===== src/hw/rtl/nrle_pkg.sv =====
// nrle_pkg: shared types and constants for the nibble run-length decoder
// no dependencies; used by nibble_rle_decoder_top
package nrle_pkg;

  localparam int unsigned NIB_W  = 4;
  localparam int unsigned RUN_W  = 5;
  localparam int unsigned BYTE_W = 8;

  localparam logic [NIB_W-1:0] ESCAPE_NIBBLE = 4'hf;
  localparam logic [RUN_W-1:0] RUN_BIAS      = 5'd3;

  // sequencer state
  typedef enum logic [1:0] {
    S_IDLE = 2'b01,
    S_NIB  = 2'b10
  } seq_state_t;

  // decoder phase
  typedef enum logic [2:0] {
    PH_LIT = 3'b001,
    PH_LEN = 3'b010,
    PH_REP = 3'b100
  } phase_t;

endpackage


===== src/hw/rtl/nibble_rle_decoder_top.sv =====
// nibble_rle_decoder_top: stream run-length decoder for 4-bit pixels with escape nibble
// depends on nrle_pkg
//
// One coded byte per input transfer is split into two nibbles, high nibble first, and
// each nibble steps a three-phase decoder: in the literal phase a nibble of 15 is an
// escape and any other nibble is one pixel; after an escape the next nibble sets a run
// of nibble + 3 pixels; the nibble after that is repeated for the whole run. Phase and
// run count carry across bytes. The byte sits in a shift register and leaves it one
// nibble at a time; a repeated nibble stays until its run is done. The nibble
// sequencer is the only datapath. The next byte is taken in the cycle its
// predecessor's last nibble retires. Output stalls hold the sequencer while the
// output register is full and the current nibble would emit. out_tlast marks the
// final pixel caused by one input byte; a byte that causes no pixel gives no output
// transfer.
module nibble_rle_decoder_top (
  input  logic       clk,
  input  logic       rst_n,
  input  logic       in_tvalid,
  output logic       in_tready,
  input  logic [7:0] in_tdata,   // [7:0] coded_byte
  output logic       out_tvalid,
  input  logic       out_tready,
  output logic [7:0] out_tdata,  // [3:0] pixel, [7:4] zero
  output logic       out_tlast   // last_of_item
);

  localparam int unsigned NW = nrle_pkg::NIB_W;
  localparam int unsigned RW = nrle_pkg::RUN_W;

  // sequencer and decoder state
  nrle_pkg::seq_state_t state_r, state_nxt;
  nrle_pkg::phase_t     phase_r, phase_nxt;
  logic [RW-1:0]        run_len_r, run_len_nxt;
  logic [nrle_pkg::BYTE_W-1:0] byte_sr_r, byte_sr_nxt;  // nibble shift register
  logic                 nib_sel_r, nib_sel_nxt;         // 0 high nibble, 1 low nibble

  // output register
  logic          out_valid_r, out_valid_nxt;
  logic [NW-1:0] out_pix_r, out_pix_nxt;
  logic          out_last_r, out_last_nxt;

  logic [NW-1:0] nib;
  logic [NW-1:0] low_nib;
  logic          out_free;
  logic          emit;        // current nibble wants to emit a pixel this cycle
  logic          step;        // sequencer moves this cycle
  logic          nib_done;    // current nibble retires this cycle
  logic          low_emits;   // low nibble of this byte will emit
  nrle_pkg::phase_t phase_after;  // phase once the high nibble retires
  logic          in_xfer;
  logic          out_xfer;

  assign nib      = byte_sr_r[nrle_pkg::BYTE_W-1 -: NW];
  assign low_nib  = byte_sr_r[NW-1:0];
  assign out_xfer = out_valid_r && out_tready;
  assign out_free = !out_valid_r || out_tready;

  // look ahead: does the low nibble of the current byte produce any pixel
  always_comb begin
    unique case (phase_r)
      nrle_pkg::PH_LIT: begin
        phase_after = (nib == nrle_pkg::ESCAPE_NIBBLE) ? nrle_pkg::PH_LEN : nrle_pkg::PH_LIT;
      end
      nrle_pkg::PH_LEN: phase_after = nrle_pkg::PH_REP;
      nrle_pkg::PH_REP: phase_after = nrle_pkg::PH_LIT;
      default:          phase_after = nrle_pkg::PH_LIT;
    endcase
    low_emits = !nib_sel_r &&
                ((phase_after == nrle_pkg::PH_REP) ||
                 ((phase_after == nrle_pkg::PH_LIT) && (low_nib != nrle_pkg::ESCAPE_NIBBLE)));
  end

  // per-nibble decode
  always_comb begin
    emit        = 1'b0;
    nib_done    = 1'b0;
    phase_nxt   = phase_r;
    run_len_nxt = run_len_r;
    unique case (phase_r)
      nrle_pkg::PH_LEN: begin
        nib_done    = 1'b1;
        run_len_nxt = RW'(nib) + nrle_pkg::RUN_BIAS;
        phase_nxt   = nrle_pkg::PH_REP;
      end
      nrle_pkg::PH_REP: begin
        emit = 1'b1;
        if (run_len_r <= RW'(1)) begin
          nib_done  = 1'b1;
          phase_nxt = nrle_pkg::PH_LIT;
        end
        run_len_nxt = run_len_r - RW'(1);
      end
      default: begin
        // literal phase
        nib_done = 1'b1;
        if (nib == nrle_pkg::ESCAPE_NIBBLE) begin
          phase_nxt = nrle_pkg::PH_LEN;
        end else begin
          emit = 1'b1;
        end
      end
    endcase
  end

  assign step      = (state_r == nrle_pkg::S_NIB) && (out_free || !emit);
  // next byte enters as soon as the low nibble retires
  assign in_tready = (state_r == nrle_pkg::S_IDLE) || (step && nib_done && nib_sel_r);
  assign in_xfer   = in_tvalid && in_tready;

  // sequencer and output register
  always_comb begin
    state_nxt     = state_r;
    byte_sr_nxt   = byte_sr_r;
    nib_sel_nxt   = nib_sel_r;
    out_valid_nxt = out_valid_r && !out_xfer;
    out_pix_nxt   = out_pix_r;
    out_last_nxt  = out_last_r;

    if (step) begin
      if (emit) begin
        out_valid_nxt = 1'b1;
        out_pix_nxt   = nib;
        // final pixel of the byte: run done and nothing left from the low nibble
        out_last_nxt  = nib_done && (nib_sel_r || !low_emits);
      end
      if (nib_done) begin
        if (nib_sel_r) begin
          state_nxt = nrle_pkg::S_IDLE;
        end else begin
          nib_sel_nxt = 1'b1;
          byte_sr_nxt = {byte_sr_r[NW-1:0], {NW{1'b0}}};
        end
      end
    end

    if (in_xfer) begin
      state_nxt   = nrle_pkg::S_NIB;
      byte_sr_nxt = in_tdata;
      nib_sel_nxt = 1'b0;
    end
  end

  always_ff @(posedge clk) begin
    if (!rst_n) begin
      state_r     <= nrle_pkg::S_IDLE;
      phase_r     <= nrle_pkg::PH_LIT;
      run_len_r   <= '0;
      nib_sel_r   <= 1'b0;
      out_valid_r <= 1'b0;
    end else begin
      state_r     <= state_nxt;
      nib_sel_r   <= nib_sel_nxt;
      out_valid_r <= out_valid_nxt;
      if (step) begin
        phase_r   <= phase_nxt;
        run_len_r <= run_len_nxt;
      end
    end
  end

  // payload, no reset
  always_ff @(posedge clk) begin
    byte_sr_r  <= byte_sr_nxt;
    out_pix_r  <= out_pix_nxt;
    out_last_r <= out_last_nxt;
  end

  assign out_tvalid = out_valid_r;
  assign out_tdata  = {{(8-NW){1'b0}}, out_pix_r};
  assign out_tlast  = out_last_r;

`ifndef SYNTHESIS
  // an accepted byte starts on its high nibble
  a_accept_starts_high: assert property (@(posedge clk) disable iff (!rst_n)
    in_tvalid && in_tready |=> (state_r == nrle_pkg::S_NIB) && !nib_sel_r)
    else $error("accepted byte did not start on high nibble");

  // repeat count stays within the legal run range
  a_run_range: assert property (@(posedge clk) disable iff (!rst_n)
    (state_r == nrle_pkg::S_NIB) && (phase_r == nrle_pkg::PH_REP) |->
      (run_len_r != '0) && (run_len_r <= RW'(18)))
    else $error("run count out of range in repeat phase");

  // a pixel that is not the end of its run is never flagged last
  a_no_early_last: assert property (@(posedge clk) disable iff (!rst_n)
    step && (phase_r == nrle_pkg::PH_REP) && (run_len_r > RW'(1)) |=>
      out_valid_r && !out_last_r)
    else $error("last flag raised inside a run");

  // no new byte while the high nibble is still pending
  a_no_accept_mid_byte: assert property (@(posedge clk) disable iff (!rst_n)
    (state_r == nrle_pkg::S_NIB) && !nib_sel_r |-> !in_tready)
    else $error("input ready while high nibble pending");
`endif

endmodule

===== config.mk =====
export PLATFORM = sky130hd
export DESIGN_NAME = nibble_rle_decoder_top
export DESIGN_NICKNAME = d
export VERILOG_FILES = /design/src/hw/rtl/nrle_pkg.sv /design/src/hw/rtl/nibble_rle_decoder_top.sv
export SDC_FILE = /design/constraint.sdc
export NUM_CORES = 1
export LEC_CHECK = 0
export BUFFER_PORTS_ARGS = -buffer_cell sky130_fd_sc_hd__buf_4
export CAP_MARGIN = 0
export CORE_MARGIN = 5
export CORE_UTILIZATION = 50
export DETAILED_ROUTE_END_ITERATION = 10
export PLACE_DENSITY = 0.69
export SETUP_SLACK_MARGIN = 0.15
export SYNTH_ARGS = -nofsm -noshare
export SYNTH_HDL_FRONTEND = slang
export SYNTH_SLANG_ARGS = --single-unit

===== constraint.sdc =====
create_clock -name clk -period 4.2 [get_ports clk]
set_clock_uncertainty 0.15 [all_clocks]
set_input_delay 0.21 -clock clk [delete_from_list [all_inputs] [get_ports clk]]
set_output_delay 0.21 -clock clk [all_outputs]
set_load 0.05 [all_outputs]

# Yosys cells after proc, flatten, opt, wreduce, memory -nomap -nowiden
# Cells that the tools add are included.
dict set report classes {
  add_sub_neg 2
  n_lt_le_gt_ge 1
  eq_ne 11
  mux 20
  n_bitwise 1
  n_reduce_logical 31
}
# op count
set ops {}
lappend ops {{$mux 8} 4}
lappend ops {{$pmux 3 s2} 2}
lappend ops {{$mux 2} 5}
lappend ops {{$pmux 5 s2} 1}
lappend ops {{$logic_and 1x1->1} 9}
lappend ops {{$reduce_and 3->1} 3}
lappend ops {{$reduce_bool 2->1} 4}
lappend ops {{$eq 3x1->1 const B} 2}
lappend ops {{$eq 3x3->1 const B} 2}
lappend ops {{$mux 3} 2}
lappend ops {{$reduce_and 2->1} 3}
lappend ops {{$add 4x2->5 const B} 1}
lappend ops {{$le 5x1->1 const B} 1}
lappend ops {{$logic_not 1->1} 5}
lappend ops {{$logic_or 1x1->1} 5}
lappend ops {{$mux 1} 5}
lappend ops {{$sub 5x1->5 const B} 1}
lappend ops {{$eq 4x4->1 const B} 1}
lappend ops {{$ne 4x4->1 const B} 1}
lappend ops {{$eq 3x2->1 const B} 1}
lappend ops {{$reduce_bool 3->1} 1}
lappend ops {{$eq 2x1->1 const B} 1}
lappend ops {{$eq 2x2->1 const B} 1}
lappend ops {{$ne 2x1->1 const B} 1}
lappend ops {{4 further kinds} 4}
dict set report word_totals {
  ff_bits 25
  in_bits 12
  output_inout_bits 11
  elab_cells 74
}

# Longest topological paths before layout
dict set report depth {
  word_depth 12
  depth_mapped 7
  mapped_depth_nobuf 7
}

# Least setup slack after synthesis
# Ideal clock, no wire load.
dict set report synth_path {
  path_type {reg-to-output}
  start {reg out_valid_r, in the netlist out_tvalid}
  end {out in_tready}
  t_arrival_ps 1765
  t_required_ps 3840
  path_slack_ps 2075
  path_stages_with_launch 6
  n_path_buf 0
  path_cell_list {dfxtp_1 > nand2b_1 > a211oi_4 > nor3_4 > a21oi_4 > inv_1}
}
dict set report synth_between {
  elab_chain_len 7
}
# item line_no
set synth_lines {}
lappend synth_lines {{from (decl)} nibble_rle_decoder_top.sv:38} ;# logic out_valid_r, out_valid_nxt;
lappend synth_lines {{from (signal assigned)} nibble_rle_decoder_top.sv:153} ;# out_valid_r <= out_valid_nxt;
lappend synth_lines {{$logic_not 1->1} nibble_rle_decoder_top.sv:56} ;# assign out_free = !out_valid_r || out_tready;
lappend synth_lines {{$logic_or 1x1->1} nibble_rle_decoder_top.sv:56}
lappend synth_lines {{$logic_or 1x1->1} nibble_rle_decoder_top.sv:105} ;# assign step = (state_r == nrle_pkg::S_NIB) && (out_free || !emit);
lappend synth_lines {{$logic_and 1x1->1} nibble_rle_decoder_top.sv:105}
lappend synth_lines {{$logic_and 1x1->1 (2 in series)} nibble_rle_decoder_top.sv:107} ;# assign in_tready = (state_r == nrle_pkg::S_IDLE) || (step && nib_done && nib_sel_r);
lappend synth_lines {{$logic_or 1x1->1} nibble_rle_decoder_top.sv:107}
lappend synth_lines {{to (decl)} nibble_rle_decoder_top.sv:19} ;# output logic in_tready,
# Every way passes these cells.

# Worst setup path after layout
dict set report layout_path {
  start {reg byte_sr_r[4] in the netlist's numbering}
  end {out in_tready}
}
dict set report layout_between {
  elab_chain_len 9
}
# item line_no
set layout_lines {}
lappend layout_lines {{from (decl)} nibble_rle_decoder_top.sv:34} ;# logic [nrle_pkg::BYTE_W-1:0] byte_sr_r, byte_sr_nxt;
lappend layout_lines {{from (signal assigned)} nibble_rle_decoder_top.sv:163} ;# byte_sr_r <= byte_sr_nxt;
lappend layout_lines {{$eq 4x4->1} nibble_rle_decoder_top.sv:96} ;# if (nib == nrle_pkg::ESCAPE_NIBBLE) begin
lappend layout_lines {{$mux 1} nibble_rle_decoder_top.sv:96}
lappend layout_lines {{$pmux 1 s2} nibble_rle_decoder_top.sv:79} ;# unique case (phase_r)
lappend layout_lines {{$logic_not 1->1} nibble_rle_decoder_top.sv:105}
lappend layout_lines {{$logic_or 1x1->1} nibble_rle_decoder_top.sv:105}
lappend layout_lines {{$logic_and 1x1->1} nibble_rle_decoder_top.sv:105}
lappend layout_lines {{$logic_and 1x1->1 (2 in series)} nibble_rle_decoder_top.sv:107}
lappend layout_lines {{$logic_or 1x1->1} nibble_rle_decoder_top.sv:107}
# Every way passes these cells.

==> results.py <==
metrics = {
    "place": {
        "dpl.hpwl_mm": 2.33,
        "place_ws_ns": 1.76,
        "post_dp_cell_area_mm2": 0.00162,
        "placed_cells": 202,
        "gp_congestion": 0.870,
        "numPortBuffers": 18,
    },
    "final_layout": {
        "instances_no_fill": 207,
        "finalNetCount": 193,
        "utilization_pct": 58.5,
        "layout_common_cells": "18 x buf_4, 15 x nor2_1, 13 x edfxtp_1",
        "drive_gt1_share_pct": 17.0,
        "diodes": 0,
        "fillers": 255,
        "design_area_mm2": 0.00165,
        "syn_to_final_growth_pct": 10.2,
        "layout_commonest_cell": "buf_4",
    },
    "detailed_routing": {
        "drt_iter0_drc": 51,
        "drt-vias-per-instance": 5.86,
        "postRouteWirelength_mm": 3.00,
        "dr.pass1.iters": 4,
        "drt-wirelength-per-cell_um": 14.5,
        "vias": 1212,
        "drcViolationCount": 0,
        "ant_nets": 0,
    },
    "worst_setup_path": {
        "r2r_start": "byte_sr_r[4]",
        "startpoint_type": "flop",
        "critical_path_cell_count": 7,
        "slowest_delay_ns": 0.48,
        "r2r_end": "byte_sr_r[6]",
        "path_max_fanout": 9,
        "reg2regPathDepth": 6,
        "crit_chain": "ha_1, and3_1, nor3_2, nor3_4, a21oi_4, inv_1, buf_4",
        "crit_arrival_ns": 2.27,
        "crit_required_ns": 3.84,
        "crit_buf_inv": 2,
        "criticalPathCategory": "reg2out",
        "cpMaxStageDelayCell": "edfxtp_1",
        "reg2reg_slack_ns": 1.72,
        "end_kind": "output pin",
        "crit_family": "simple AND/OR/NAND/NOR gates",
    },
    "grt": {
        "grtUsageTotal_pct": 15.4,
        "antenna_found_initial": 0,
        "grt_pass1_vias": 1188,
        "grt_max_degree": 14,
        "grt_pass1_wl_mm": 5.14,
        "grt_overflow": 0,
    },
    "synthesis": {
        "synth_seq_cells": 25,
        "ys_types": 43,
        "synth_area_mm2": 0.00150,
        "ys_seq_area_share_pct": 42.0,
        "synth_area_leaders": "edfxtp_1 26%, dfxtp_1 16%, nor2_1 3.8%, nand3_1 3.7%, o21ai_0 3.7%",
        "synth_top_area_share_pct": 26.0,
        "synth_area_per_cell_um2": 9.33,
        "synth_edf_count": 13,
        "synthArstFlopShare_pct": 0,
        "synth_cells": 161,
        "synth_flop_cell": "edfxtp_1",
        "synth_top_area_cell": "edfxtp_1",
        "ys_warn_count": 0,
    },
    "cts": {
        "cts_tree": "done",
        "h-tree-depth": 1,
        "clk_path_buf_depth": 2,
        "numClockSinks": 25,
        "root_buffer": "clkbuf_4",
        "cts_buffers": 3,
        "clk-insertion-delay-late_ns": 0.31,
        "clk_pin_slew_ns": 0.13,
    },
    "floorplanning": {
        "io_pins": 23,
        "rows": 19,
        "die_h_um": 64.8,
        "initial_utilization_pct": 53.1,
        "core-area_mm2": 0.00283,
        "dieArea_mm2": 0.00420,
        "die_w_um": 64.8,
    },
    "sta": {
        "fin_setup_tns_ns": 0,
        "finalWorstSetupSlack_ns": 1.57,
        "final-setup-viol-count": 0,
        "rsz0062_at_grt": "false",
        "period_share_pct": 62.6,
        "slew_violations": 0,
        "holdWs_ns": 0.0400,
        "period_minus_slack_ns": 2.63,
        "hold_viol_final": 0,
        "fmax_mhz": 380,
    },
    "power_and_ir_drop": {
        "leakagePower_nw": 0.604,
        "ir_drop_mv": 0.192,
        "p_total_mw": 0.476,
        "power.density_mw_per_mm2": 288,
    },
    "status": {
        "status": "complete, no violations",
    },
    "min_path": {
        "min_path_type": "in2reg",
        "min_from": "in_tdata[1]",
        "hold_path_depth": 3,
        "hold_end": "byte_sr_r[1]",
    },
    "job": {
        "maxCapViolCount": 0,
    },
}
==> worst reg2reg max path, cell delays in order (launching register included) <==
cell,delay [ns]
edfxtp_1,0.46
ha_1,0.21
and3_1,0.34
a211oi_4,0.12
nor4_1,0.44
nand3b_1,0.12
nand2_1,0.32
==> per-layer routing <==
metal,share of wire (%),global-route usage [%],up-vias
li1,-,-,608
met1,47,19.0,574
met2,49,26.9,28
met3,3.4,2.76,2
met4,0.67,5.54,0
met5,0,0,-
==> power by group <==
group	internal (mW)	switching, mW
sequential	0.273	0.0112
clock	0.0371	0.0690
combinational	0.0301	0.0550
==> worst max path at each step <==
stage                 startpoint      endpoint  slack, ns
global route        byte_sr_r[4]     in_tready       1.46
finish              byte_sr_r[4]     in_tready       1.57
floorplan             out_tvalid     in_tready       2.08
detailed placement  byte_sr_r[4]  byte_sr_r[6]       1.76
global placement    byte_sr_r[4]  byte_sr_r[6]       1.81
CTS                 byte_sr_r[4]     in_tready       1.57
==> sequential cells by signal, indices dropped and copies added, names as in the netlist <==
register	count
phase_r	3
byte_sr_r	8
out_tlast	1
nib_sel_r	1
out_pix_r	4
run_len_r	5
state_r	2
out_tvalid	1
==> kinds of logic after synthesis <==
kind of cell / Yosys count / synth area share [%]
simple gates: 65 / 24.2
compound gates: 40 / 20.4
flops: 25 / 42.0
buf+inv: 22 / 7.33
fa+ha+maj: 4 / 3.33
xor+xnor: 2 / 1.17
mux: 2 / 1.33
other cells: 1 / 0.250
==> area by class of cell <==
type | instances | area (um2) | share of cell area [%]
sequential | 25 | 631 | 38.1
multi-input combinational | 117 | 772 | 46.7
timing repair buffer | 19 | 145 | 8.77
inverter | 11 | 41.3 | 2.50
clock buffer | 4 | 26.3 | 1.59
tap | 31 | 38.8 | 2.34
==> synthesized netlist by cell type, types with 2 or more instances <==
| cell type | number |
|---|---|
| nand4_1 | 3 |
| o21ai_0 | 11 |
| mux2i_1 | 2 |
| inv_1 | 11 |
| ha_1 | 4 |
| a21oi_1 | 4 |
| nand2_1 | 10 |
| buf_2 | 4 |
| nand2b_1 | 4 |
| or3b_1 | 2 |
| o2111ai_1 | 2 |
| xor2_1 | 2 |
| nor3_2 | 2 |
| nor2_1 | 15 |
| o31ai_1 | 6 |
| buf_4 | 4 |
| edfxtp_1 | 13 |
| nor3_1 | 3 |
| nand3_1 | 11 |
| clkbuf_1 | 2 |
| o21bai_1 | 2 |
| a21boi_0 | 3 |
| a31oi_1 | 3 |
| nand3b_1 | 3 |
| a21oi_4 | 2 |
| nor2b_1 | 5 |
| dfxtp_1 | 12 |
==> what timing repair did <==
action | 4_1_cts | 5_1_grt
endpoints found under the hold margin | 1 | 0
setup endpoints to repair | 0 | 0
setup buffers | 0 | 0
gates resized for setup | 0 | 0
hold buffers | 1 | 0
Power figures use the tool's default switching activity.
